## src/hw/rtl/dsd_pkg.sv

```systemverilog
// dsd_pkg: shared types, register indexes and reset values of the double shake detector
// no dependencies; used by every module under hw/rtl
package dsd_pkg;

   localparam int SAMPLE_BITS_DEFAULT = 16;
   localparam int TIME_BITS_DEFAULT   = 32;

   localparam int LEVEL_W  = 32;
   localparam int MS_W     = 16;
   localparam int CSR_W    = 32;
   localparam int CSR_IDX_W = 3;

   // reset thresholds: (1.45 g * 8192)^2 and (1.10 g * 8192)^2, rounded
   localparam logic [LEVEL_W-1:0] SPIKE_LEVEL_RESET = 32'd141096387;
   localparam logic [LEVEL_W-1:0] REARM_LEVEL_RESET = 32'd81201725;
   localparam logic [MS_W-1:0]    COOLDOWN_RESET    = 16'd120;
   localparam logic [MS_W-1:0]    WINDOW_MIN_RESET  = 16'd200;
   localparam logic [MS_W-1:0]    WINDOW_MAX_RESET  = 16'd900;

   typedef enum logic [0:0] {
      OP_SAMPLE  = 1'b0,
      OP_CONSUME = 1'b1
   } op_type;

   typedef enum logic [CSR_IDX_W-1:0] {
      CSR_SPIKE_LEVEL = 3'd0,
      CSR_REARM_LEVEL = 3'd1,
      CSR_COOLDOWN    = 3'd2,
      CSR_WINDOW_MIN  = 3'd3,
      CSR_WINDOW_MAX  = 3'd4
   } csr_index_type;

   typedef struct packed {
      op_type             op;
      logic [31:0]        sample_time_ms;
      logic signed [15:0] accel_x;
      logic signed [15:0] accel_y;
      logic signed [15:0] accel_z;
   } req_type;

   typedef struct packed {
      logic spike;
      logic pair_found;
      logic taken;
      logic is_armed;
   } rsp_type;

   typedef struct packed {
      logic [LEVEL_W-1:0] spike_level_sq;
      logic [LEVEL_W-1:0] rearm_level_sq;
      logic [MS_W-1:0]    cooldown_ms;
      logic [MS_W-1:0]    window_min_ms;
      logic [MS_W-1:0]    window_max_ms;
   } cfg_type;

endpackage

```

## src/hw/rtl/dsd_csr.sv

```systemverilog
// dsd_csr: configuration registers of the double shake detector
// depends on dsd_pkg (cfg_type, register indexes, reset values)
module dsd_csr (
   input  logic                          clock,
   input  logic                          reset,
   input  logic                          csr_write_en,
   input  logic [dsd_pkg::CSR_IDX_W-1:0] csr_index,
   input  logic [dsd_pkg::CSR_W-1:0]     csr_wdata,
   output dsd_pkg::cfg_type              cfg
);

   dsd_pkg::cfg_type cfg_ff;

   always_ff @(posedge clock) begin
      if (reset) begin
         cfg_ff.spike_level_sq <= dsd_pkg::SPIKE_LEVEL_RESET;
         cfg_ff.rearm_level_sq <= dsd_pkg::REARM_LEVEL_RESET;
         cfg_ff.cooldown_ms    <= dsd_pkg::COOLDOWN_RESET;
         cfg_ff.window_min_ms  <= dsd_pkg::WINDOW_MIN_RESET;
         cfg_ff.window_max_ms  <= dsd_pkg::WINDOW_MAX_RESET;
      end else if (csr_write_en) begin
         case (dsd_pkg::csr_index_type'(csr_index))
            dsd_pkg::CSR_SPIKE_LEVEL: begin
               cfg_ff.spike_level_sq <= csr_wdata[dsd_pkg::LEVEL_W-1:0];
            end
            dsd_pkg::CSR_REARM_LEVEL: begin
               cfg_ff.rearm_level_sq <= csr_wdata[dsd_pkg::LEVEL_W-1:0];
            end
            dsd_pkg::CSR_COOLDOWN: begin
               cfg_ff.cooldown_ms <= csr_wdata[dsd_pkg::MS_W-1:0];
            end
            dsd_pkg::CSR_WINDOW_MIN: begin
               cfg_ff.window_min_ms <= csr_wdata[dsd_pkg::MS_W-1:0];
            end
            dsd_pkg::CSR_WINDOW_MAX: begin
               cfg_ff.window_max_ms <= csr_wdata[dsd_pkg::MS_W-1:0];
            end
            default: begin
            end
         endcase
      end
   end

   assign cfg = cfg_ff;

endmodule

```

## src/hw/rtl/dsd_mag.sv

```systemverilog
// dsd_mag: input register and squared magnitude register of the double shake detector
// depends on dsd_pkg (req_type, op_type)
module dsd_mag #(
   parameter int SAMPLE_BITS = dsd_pkg::SAMPLE_BITS_DEFAULT,
   parameter int TIME_BITS   = dsd_pkg::TIME_BITS_DEFAULT
) (
   input  logic                       clock,
   input  logic                       reset,
   input  logic                       in_valid,
   output logic                       in_ready,
   input  dsd_pkg::req_type           in_data,
   output logic                       out_valid,
   input  logic                       out_ready,
   output dsd_pkg::op_type            out_op,
   output logic [TIME_BITS-1:0]       out_time,
   output logic [2*SAMPLE_BITS-1:0]   out_mag
);

   localparam int MAG_BITS = 2 * SAMPLE_BITS;

   // capture stage
   logic                          s1_valid_ff;
   dsd_pkg::op_type               s1_op_ff;
   logic [TIME_BITS-1:0]          s1_time_ff;
   logic signed [SAMPLE_BITS-1:0] s1_x_ff, s1_y_ff, s1_z_ff;

   // magnitude stage
   logic                  s2_valid_ff;
   dsd_pkg::op_type       s2_op_ff;
   logic [TIME_BITS-1:0]  s2_time_ff;
   logic [MAG_BITS-1:0]   s2_mag_ff;

   logic s1_ready, s2_ready;
   logic signed [MAG_BITS-1:0] sq_x, sq_y, sq_z;
   logic [MAG_BITS-1:0] s2_mag_in;

   assign s2_ready = !s2_valid_ff || out_ready;
   assign s1_ready = !s1_valid_ff || s2_ready;
   assign in_ready = s1_ready;

   // three squares are non-negative and their sum stays below 2^MAG_BITS
   assign sq_x = s1_x_ff * s1_x_ff;
   assign sq_y = s1_y_ff * s1_y_ff;
   assign sq_z = s1_z_ff * s1_z_ff;
   assign s2_mag_in = MAG_BITS'($unsigned(sq_x)) + MAG_BITS'($unsigned(sq_y))
                      + MAG_BITS'($unsigned(sq_z));

   always_ff @(posedge clock) begin
      if (reset) begin
         s1_valid_ff <= 1'b0;
         s2_valid_ff <= 1'b0;
      end else begin
         if (s1_ready) begin
            s1_valid_ff <= in_valid;
         end
         if (s2_ready) begin
            s2_valid_ff <= s1_valid_ff;
         end
      end
   end

   always_ff @(posedge clock) begin
      if (in_valid && s1_ready) begin
         s1_op_ff   <= in_data.op;
         s1_time_ff <= in_data.sample_time_ms[TIME_BITS-1:0];
         s1_x_ff    <= in_data.accel_x[SAMPLE_BITS-1:0];
         s1_y_ff    <= in_data.accel_y[SAMPLE_BITS-1:0];
         s1_z_ff    <= in_data.accel_z[SAMPLE_BITS-1:0];
      end
      if (s1_valid_ff && s2_ready) begin
         s2_op_ff   <= s1_op_ff;
         s2_time_ff <= s1_time_ff;
         s2_mag_ff  <= s2_mag_in;
      end
   end

   assign out_valid = s2_valid_ff;
   assign out_op    = s2_op_ff;
   assign out_time  = s2_time_ff;
   assign out_mag   = s2_mag_ff;

endmodule

```

## src/hw/rtl/dsd_core.sv

```systemverilog
// dsd_core: spike decision, detector state and result register of the double shake detector
// depends on dsd_pkg (cfg_type, rsp_type, op_type)
module dsd_core #(
   parameter int SAMPLE_BITS = dsd_pkg::SAMPLE_BITS_DEFAULT,
   parameter int TIME_BITS   = dsd_pkg::TIME_BITS_DEFAULT
) (
   input  logic                     clock,
   input  logic                     reset,
   input  dsd_pkg::cfg_type         cfg,
   input  logic                     in_valid,
   output logic                     in_ready,
   input  dsd_pkg::op_type          in_op,
   input  logic [TIME_BITS-1:0]     in_time,
   input  logic [2*SAMPLE_BITS-1:0] in_mag,
   output logic                     rsp_valid,
   input  logic                     rsp_ready,
   output dsd_pkg::rsp_type         rsp_data
);

   localparam int MAG_BITS = 2 * SAMPLE_BITS;
   localparam int CMP_BITS = (MAG_BITS > dsd_pkg::LEVEL_W) ? MAG_BITS : dsd_pkg::LEVEL_W;

   logic                 armed_ff, armed_in;
   logic [TIME_BITS-1:0] last_ff, last_in;
   logic                 latch_ff, latch_in;
   logic                 rsp_valid_ff;
   dsd_pkg::rsp_type     rsp_data_ff, rsp_data_in;

   logic                 fire;
   logic [TIME_BITS-1:0] since;
   logic                 above, below, past_cooldown, in_window, have_prev, hit;

   assign in_ready = !rsp_valid_ff || rsp_ready;
   assign fire     = in_valid && in_ready;

   assign since         = in_time - last_ff;
   assign above         = CMP_BITS'(in_mag) > CMP_BITS'(cfg.spike_level_sq);
   assign below         = CMP_BITS'(in_mag) < CMP_BITS'(cfg.rearm_level_sq);
   assign past_cooldown = since > TIME_BITS'(cfg.cooldown_ms);
   assign in_window     = (since >= TIME_BITS'(cfg.window_min_ms))
                          && (since <= TIME_BITS'(cfg.window_max_ms));
   // a stored time of zero means no spike on record
   assign have_prev     = last_ff != '0;
   assign hit           = armed_ff && above && past_cooldown;

   always_comb begin
      armed_in    = armed_ff;
      last_in     = last_ff;
      latch_in    = latch_ff;
      rsp_data_in = '0;
      if (in_op == dsd_pkg::OP_CONSUME) begin
         rsp_data_in.taken = latch_ff;
         latch_in          = 1'b0;
      end else if (hit) begin
         rsp_data_in.spike = 1'b1;
         armed_in          = 1'b0;
         last_in           = in_time;
         if (have_prev && in_window) begin
            rsp_data_in.pair_found = 1'b1;
            latch_in               = 1'b1;
            last_in                = '0;
         end
      end else if (!armed_ff && below) begin
         armed_in = 1'b1;
      end
      rsp_data_in.is_armed = armed_in;
   end

   always_ff @(posedge clock) begin
      if (reset) begin
         armed_ff     <= 1'b1;
         last_ff      <= '0;
         latch_ff     <= 1'b0;
         rsp_valid_ff <= 1'b0;
      end else begin
         if (fire) begin
            armed_ff <= armed_in;
            last_ff  <= last_in;
            latch_ff <= latch_in;
         end
         if (in_ready) begin
            rsp_valid_ff <= in_valid;
         end
      end
   end

   always_ff @(posedge clock) begin
      if (fire) begin
         rsp_data_ff <= rsp_data_in;
      end
   end

   assign rsp_valid = rsp_valid_ff;
   assign rsp_data  = rsp_data_ff;

   a_pair_is_spike: assert property (@(posedge clock) disable iff (reset)
      rsp_valid_ff && rsp_data_ff.pair_found |-> rsp_data_ff.spike)
      else $error("pair reported without a spike");

   a_spike_disarms: assert property (@(posedge clock) disable iff (reset)
      rsp_valid_ff && rsp_data_ff.spike |-> !rsp_data_ff.is_armed && !armed_ff)
      else $error("detector still armed after a spike");

   a_pair_sets_latch: assert property (@(posedge clock) disable iff (reset)
      fire && rsp_data_in.pair_found |=> latch_ff && (last_ff == '0))
      else $error("pair did not set the latch or clear the spike time");

   a_consume_clears: assert property (@(posedge clock) disable iff (reset)
      fire && (in_op == dsd_pkg::OP_CONSUME) |=> !latch_ff && !rsp_data_ff.spike
      && !rsp_data_ff.pair_found)
      else $error("consume left the latch set or reported a spike");

endmodule

```

## src/hw/rtl/double_shake_detector.sv

```systemverilog
// double_shake_detector: top level of the accelerometer double shake detector
// depends on dsd_pkg, dsd_csr, dsd_mag and dsd_core
//
// usage
//  - req channel (valid/ready): one beat is either an accelerometer sample
//    (op = OP_SAMPLE, millisecond timestamp and raw x/y/z at 8192 lsb per g)
//    or a consume request (op = OP_CONSUME) that reads and clears the latch
//  - rsp channel (valid/ready): exactly one beat per req beat, in order,
//    carrying spike, pair_found, taken and the armed state after the item
//  - csr port: plain write port, csr_write_en with csr_index and csr_wdata,
//    taken at the clock edge; unknown indexes are ignored; write only while idle
//  - pipeline: a req beat passes the input register, the squared magnitude
//    register and the result register before rsp_valid rises
//  - throughput: one beat per cycle if not stalled; the three 16x16 squares
//    sit in their own stage and the threshold, cooldown and window compares
//    plus the state update fit in the stage that loads the result register
//  - stall: when rsp_ready is low the result register holds; beats already
//    accepted move up into empty stages, and req_ready drops only once every
//    stage holds a beat
//  - reset (synchronous, active high): thresholds and timings back to their
//    defaults, detector armed, no spike on record, latch clear, pipeline empty
module double_shake_detector #(
   parameter int SAMPLE_BITS = dsd_pkg::SAMPLE_BITS_DEFAULT,
   parameter int TIME_BITS   = dsd_pkg::TIME_BITS_DEFAULT
) (
   input  logic                          clock,
   input  logic                          reset,
   // request beats
   input  logic                          req_valid,
   output logic                          req_ready,
   input  dsd_pkg::req_type              req_data,
   // result beats
   output logic                          rsp_valid,
   input  logic                          rsp_ready,
   output dsd_pkg::rsp_type              rsp_data,
   // configuration writes
   input  logic                          csr_write_en,
   input  logic [dsd_pkg::CSR_IDX_W-1:0] csr_index,
   input  logic [dsd_pkg::CSR_W-1:0]     csr_wdata
);

   dsd_pkg::cfg_type             cfg;
   logic                         mag_valid, mag_ready;
   dsd_pkg::op_type              mag_op;
   logic [TIME_BITS-1:0]         mag_time;
   logic [2*SAMPLE_BITS-1:0]     mag_sq;

   // threshold and timing registers
   dsd_csr u_csr (
      .clock        (clock),
      .reset        (reset),
      .csr_write_en (csr_write_en),
      .csr_index    (csr_index),
      .csr_wdata    (csr_wdata),
      .cfg          (cfg)
   );

   // input capture and squared magnitude, no square root needed
   dsd_mag #(
      .SAMPLE_BITS (SAMPLE_BITS),
      .TIME_BITS   (TIME_BITS)
   ) u_mag (
      .clock     (clock),
      .reset     (reset),
      .in_valid  (req_valid),
      .in_ready  (req_ready),
      .in_data   (req_data),
      .out_valid (mag_valid),
      .out_ready (mag_ready),
      .out_op    (mag_op),
      .out_time  (mag_time),
      .out_mag   (mag_sq)
   );

   // arm/spike/pair decision, detector state and result register
   dsd_core #(
      .SAMPLE_BITS (SAMPLE_BITS),
      .TIME_BITS   (TIME_BITS)
   ) u_core (
      .clock     (clock),
      .reset     (reset),
      .cfg       (cfg),
      .in_valid  (mag_valid),
      .in_ready  (mag_ready),
      .in_op     (mag_op),
      .in_time   (mag_time),
      .in_mag    (mag_sq),
      .rsp_valid (rsp_valid),
      .rsp_ready (rsp_ready),
      .rsp_data  (rsp_data)
   );

endmodule

```

## config.mk

```make
export PLATFORM = sky130hd
export DESIGN_NAME = double_shake_detector
export DESIGN_NICKNAME = d
export VERILOG_FILES = /design/src/hw/rtl/dsd_pkg.sv /design/src/hw/rtl/dsd_csr.sv /design/src/hw/rtl/dsd_mag.sv /design/src/hw/rtl/dsd_core.sv /design/src/hw/rtl/double_shake_detector.sv
export SDC_FILE = /design/constraint.sdc
export NUM_CORES = 2
export LEC_CHECK = 0
export ABC_AREA = 1
export BUFFER_PORTS_ARGS = -buffer_cell sky130_fd_sc_hd__buf_2
export CAP_MARGIN = 20
export CELL_PAD_IN_SITES_DETAIL_PLACEMENT = 1
export CELL_PAD_IN_SITES_GLOBAL_PLACEMENT = 1
export CORE_MARGIN = 2
export CORE_UTILIZATION = 51
export CTS_BUF_LIST = sky130_fd_sc_hd__clkbuf_8 sky130_fd_sc_hd__clkbuf_16
export CTS_CLUSTER_SIZE = 16
export DETAILED_ROUTE_END_ITERATION = 8
export GPL_TIMING_DRIVEN = 0
export PLACE_DENSITY = 0.92
export SLEW_MARGIN = 10
export SYNTH_ARGS = -nofsm -noshare
export SYNTH_HDL_FRONTEND = slang
export SYNTH_SLANG_ARGS = --single-unit
```

## constraint.sdc

```tcl
create_clock -name clock -period 9.1 [get_ports clock]
set_input_delay 0.455 -clock clock [delete_from_list [all_inputs] [get_ports clock]]
set_output_delay 0.455 -clock clock [all_outputs]
set_load 0.03 [all_outputs]
```

==> impl_metrics.ini <==
[critical_path]
cp.arrival_ns = 9.25
startpoint_type = register
cp_slowest_cell = fa_1
worstPathRequired_ns = 9.39
critPathMaxStageDelay_ns = 0.56
critPathMostFrequentCell = fa_1
worstPathMaxFanout = 10
critPathKind = register to register
endpoint_kind = register

[synth]
synth_compound_gate_area_share = 0.0527
synth_top_family_by_area = adder cells
yosys.area_share.simple = 0.111
synthCells = 4759
synthMuxAreaShare = 0
synth_area_per_cell_um2 = 8.88
synth_ff_type = edfxtp_1
synth_xor_area_frac = 0.0203
synth-edff-count = 150
synth-seq-area-share = 0.177
synth-seq-cells = 299
yosysWarnings = 0
syn_nets = 6049
synth_fa_ha_area_frac = 0.491
syn_area_um2 = 42300
synth_cell_type_count = 48
synthArstFlopShare = 0

[floorplanning]
num_rows = 105
core_um2 = 82100
start_util = 0.515
dieArea_um2 = 85200
die_h_um = 292
ioPinCount = 127
dieWidth_um = 292

[global_routing]
grt_pass1_vias = 38700
grt_usage = 0.343
overflow = 0
grt_max_degree = 66
grt_antenna_before_repair = 1
grt_pass1_wl_um = 221000

[routing]
drt-pass1-iter-count = 5
routed_via_density = 5.42
drtIter0Drc = 1780
avgRoutedWirePerCell_um = 23.6
drc = 0
vias = 32700
detail_route.wirelength_um = 142000
ant_nets = 0

[placement]
port_buffers = 125
dp_hpwl_um = 123000
place_congestion = 0.978

[timing]
hold_slack_ns = 0.0374
hold_viol_final = 0
worst_pin_slew_ns = 1.14
setup_viol_count_final = 0
max_freq_ghz = 0.112
maxSlewHeadroom = 0.234
period_needed_ns = 8.96
fin_crit_sh = 0.985
finClkSkew_ns = 0.0353
slew_viol_final = 0

[finish]
layout-drive-gt1-share = 0.0724
mostFrequentLayoutCell = inv_1
num_antenna_cells = 0
final_cell_mix = inv_1 (1513), nand2_1 (847), fa_1 (814)
area_growth_pct = 8.24
nNetsFinal = 6221

[clocking]
root_buffer = clkbuf_16
numCtsBuffers = 37
clkTransAtPathRegs_ns = 0.08
h-tree-depth = 2
clock-sinks = 299
clockBufferDepth = 3
cts_tree = done
clkLatencyLatePin_ns = 0.59

[outcome]
status = completed

[job]
cap_violations = 0

[min_path]
hold_class = primary input to register
-- worst max-delay path, delay by kind of cell, from the launching register on --
kind,cells,cell delay [ns]
AOI/OAI and AO/OA,7,1.72
xor gates and xnor gates,1,0.16
adders and majority gates,10,4.76
buffers and inverters,8,1.38
DFF,1,0.53
and+or+nand+nor,1,0.08
-- flip-flops by register name, indices dropped and copies added (netlist names) --
register,cells
u_mag.s1_y_ff,16
u_csr.cfg,112
u_mag.s1_time_ff,32
u_mag.out_valid,1
u_core.last_ff,32
u_core.rsp_valid,1
u_mag.s1_x_ff,16
u_mag.s1_op_ff,1
u_core.rsp_data,4
u_mag.s1_valid_ff,1
u_mag.out_op,1
u_mag.out_mag,32
u_mag.s1_z_ff,16
u_core.latch_ff,1
u_mag.out_time,32
u_core.armed_ff,1
-- metrics by stage --
stage	cells	setup slack [ns]	instance area, um^2	setup TNS, ns	utilization
finish	6029	0.136	45800	0	0.557
global route	6029	-0.0764	45800	-0.131	0.557
CTS	6024	0.00255	45600	0	0.555
detailed placement	5955	-0.908	44300	-2.41	0.539
global placement	5954	-0.658	44200	-1.32	0.539
floorplan	4759	1.36	42300	0	-
-- synthesized netlist by cell type, types with 4 or more instances --
| cell | n | share of area |
|---|---|---|
| a211oi_1 | 4 | 0.00071 |
| a21o_1 | 6 | 0.0011 |
| a21oi_1 | 188 | 0.022 |
| a21oi_2 | 12 | 0.0025 |
| a31oi_1 | 5 | 0.00074 |
| buf_6 | 4 | 0.0011 |
| clkbuf_1 | 124 | 0.011 |
| clkinv_1 | 5 | 0.00044 |
| dfxtp_1 | 149 | 0.071 |
| edfxtp_1 | 150 | 0.11 |
| fa_1 | 818 | 0.39 |
| ha_1 | 351 | 0.10 |
| inv_1 | 1507 | 0.13 |
| inv_2 | 7 | 0.00062 |
| nand2_1 | 850 | 0.075 |
| nand3_1 | 52 | 0.0062 |
| nand4_1 | 31 | 0.0046 |
| nor2_1 | 135 | 0.012 |
| nor2_2 | 19 | 0.0028 |
| nor3_1 | 14 | 0.0017 |
| nor4_1 | 13 | 0.0019 |
| o211ai_1 | 40 | 0.0071 |
| o21a_1 | 7 | 0.0012 |
| o21ai_0 | 106 | 0.013 |
| o21bai_1 | 10 | 0.0018 |
| o221ai_1 | 5 | 0.0010 |
| or2_2 | 14 | 0.0021 |
| xnor2_1 | 41 | 0.0085 |
| xor2_1 | 57 | 0.012 |
-- path summary, 6_finish.rpt --
| check | start | endpoint | slack [ns] | cells past startpoint |
|---|---|---|---|---|
| setup reg to reg | u_mag.s1_y_ff[15]$_DFFE_PP_ | u_mag.out_mag[31]$_DFFE_PP_ | 0.14 | 27 |
| hold reg to reg | u_mag.s1_time_ff[26]$_DFFE_PP_ | u_mag.out_time[26]$_DFFE_PP_ | 0.41 | 0 |
| setup / recovery | u_mag.s1_y_ff[15]$_DFFE_PP_ | u_mag.out_mag[31]$_DFFE_PP_ | 0.14 | 27 |
| hold / removal | req_data[11] | u_mag.s1_z_ff[11]$_DFFE_PP_ | 0.04 | 1 |
-- layout make-up --
class,instances,area (um^2)
clock inverter,26,198
clock buffer,41,992
buffer,117,558
multi-input combinational,2805,28600
tap,1070,1340
sequential,299,7490
timing repair buffer,152,873
inverter,1519,5710
fill,9727,36300
-- cells by family after synthesis --
| logic type | after synthesis |
|---|---|
| compound gates | 391 |
| xor+xnor | 98 |
| fa+ha+maj | 1169 |
| buf+inv | 1655 |
| flops | 299 |
| simple gates | 1147 |
-- layer usage --
layer  part of all wire  vias to the layer above  track usage
met2               0.50                     1211        0.605
li1                   -                    14200            -
met3              0.060                      488       0.0566
met5           0.000049                        -            0
met4              0.066                        2        0.189
met1               0.38                    16800        0.396
-- timing repair --
| action | in CTS | in global routing |
|---|---|---|
| setup endpoints to repair | 7 | 9 |
| gates cloned | 0 | 0 |
| resized for setup | 30 | 91 |
| setup buffers | 4 | 22 |
| endpoints found under the hold margin | 0 | 0 |
| hold buffers | 0 | 0 |
| pin swaps | 0 | 3 |
Power is not shown: default switching activity piles up to over one toggle a cycle in this logic, so the estimate is an artifact.
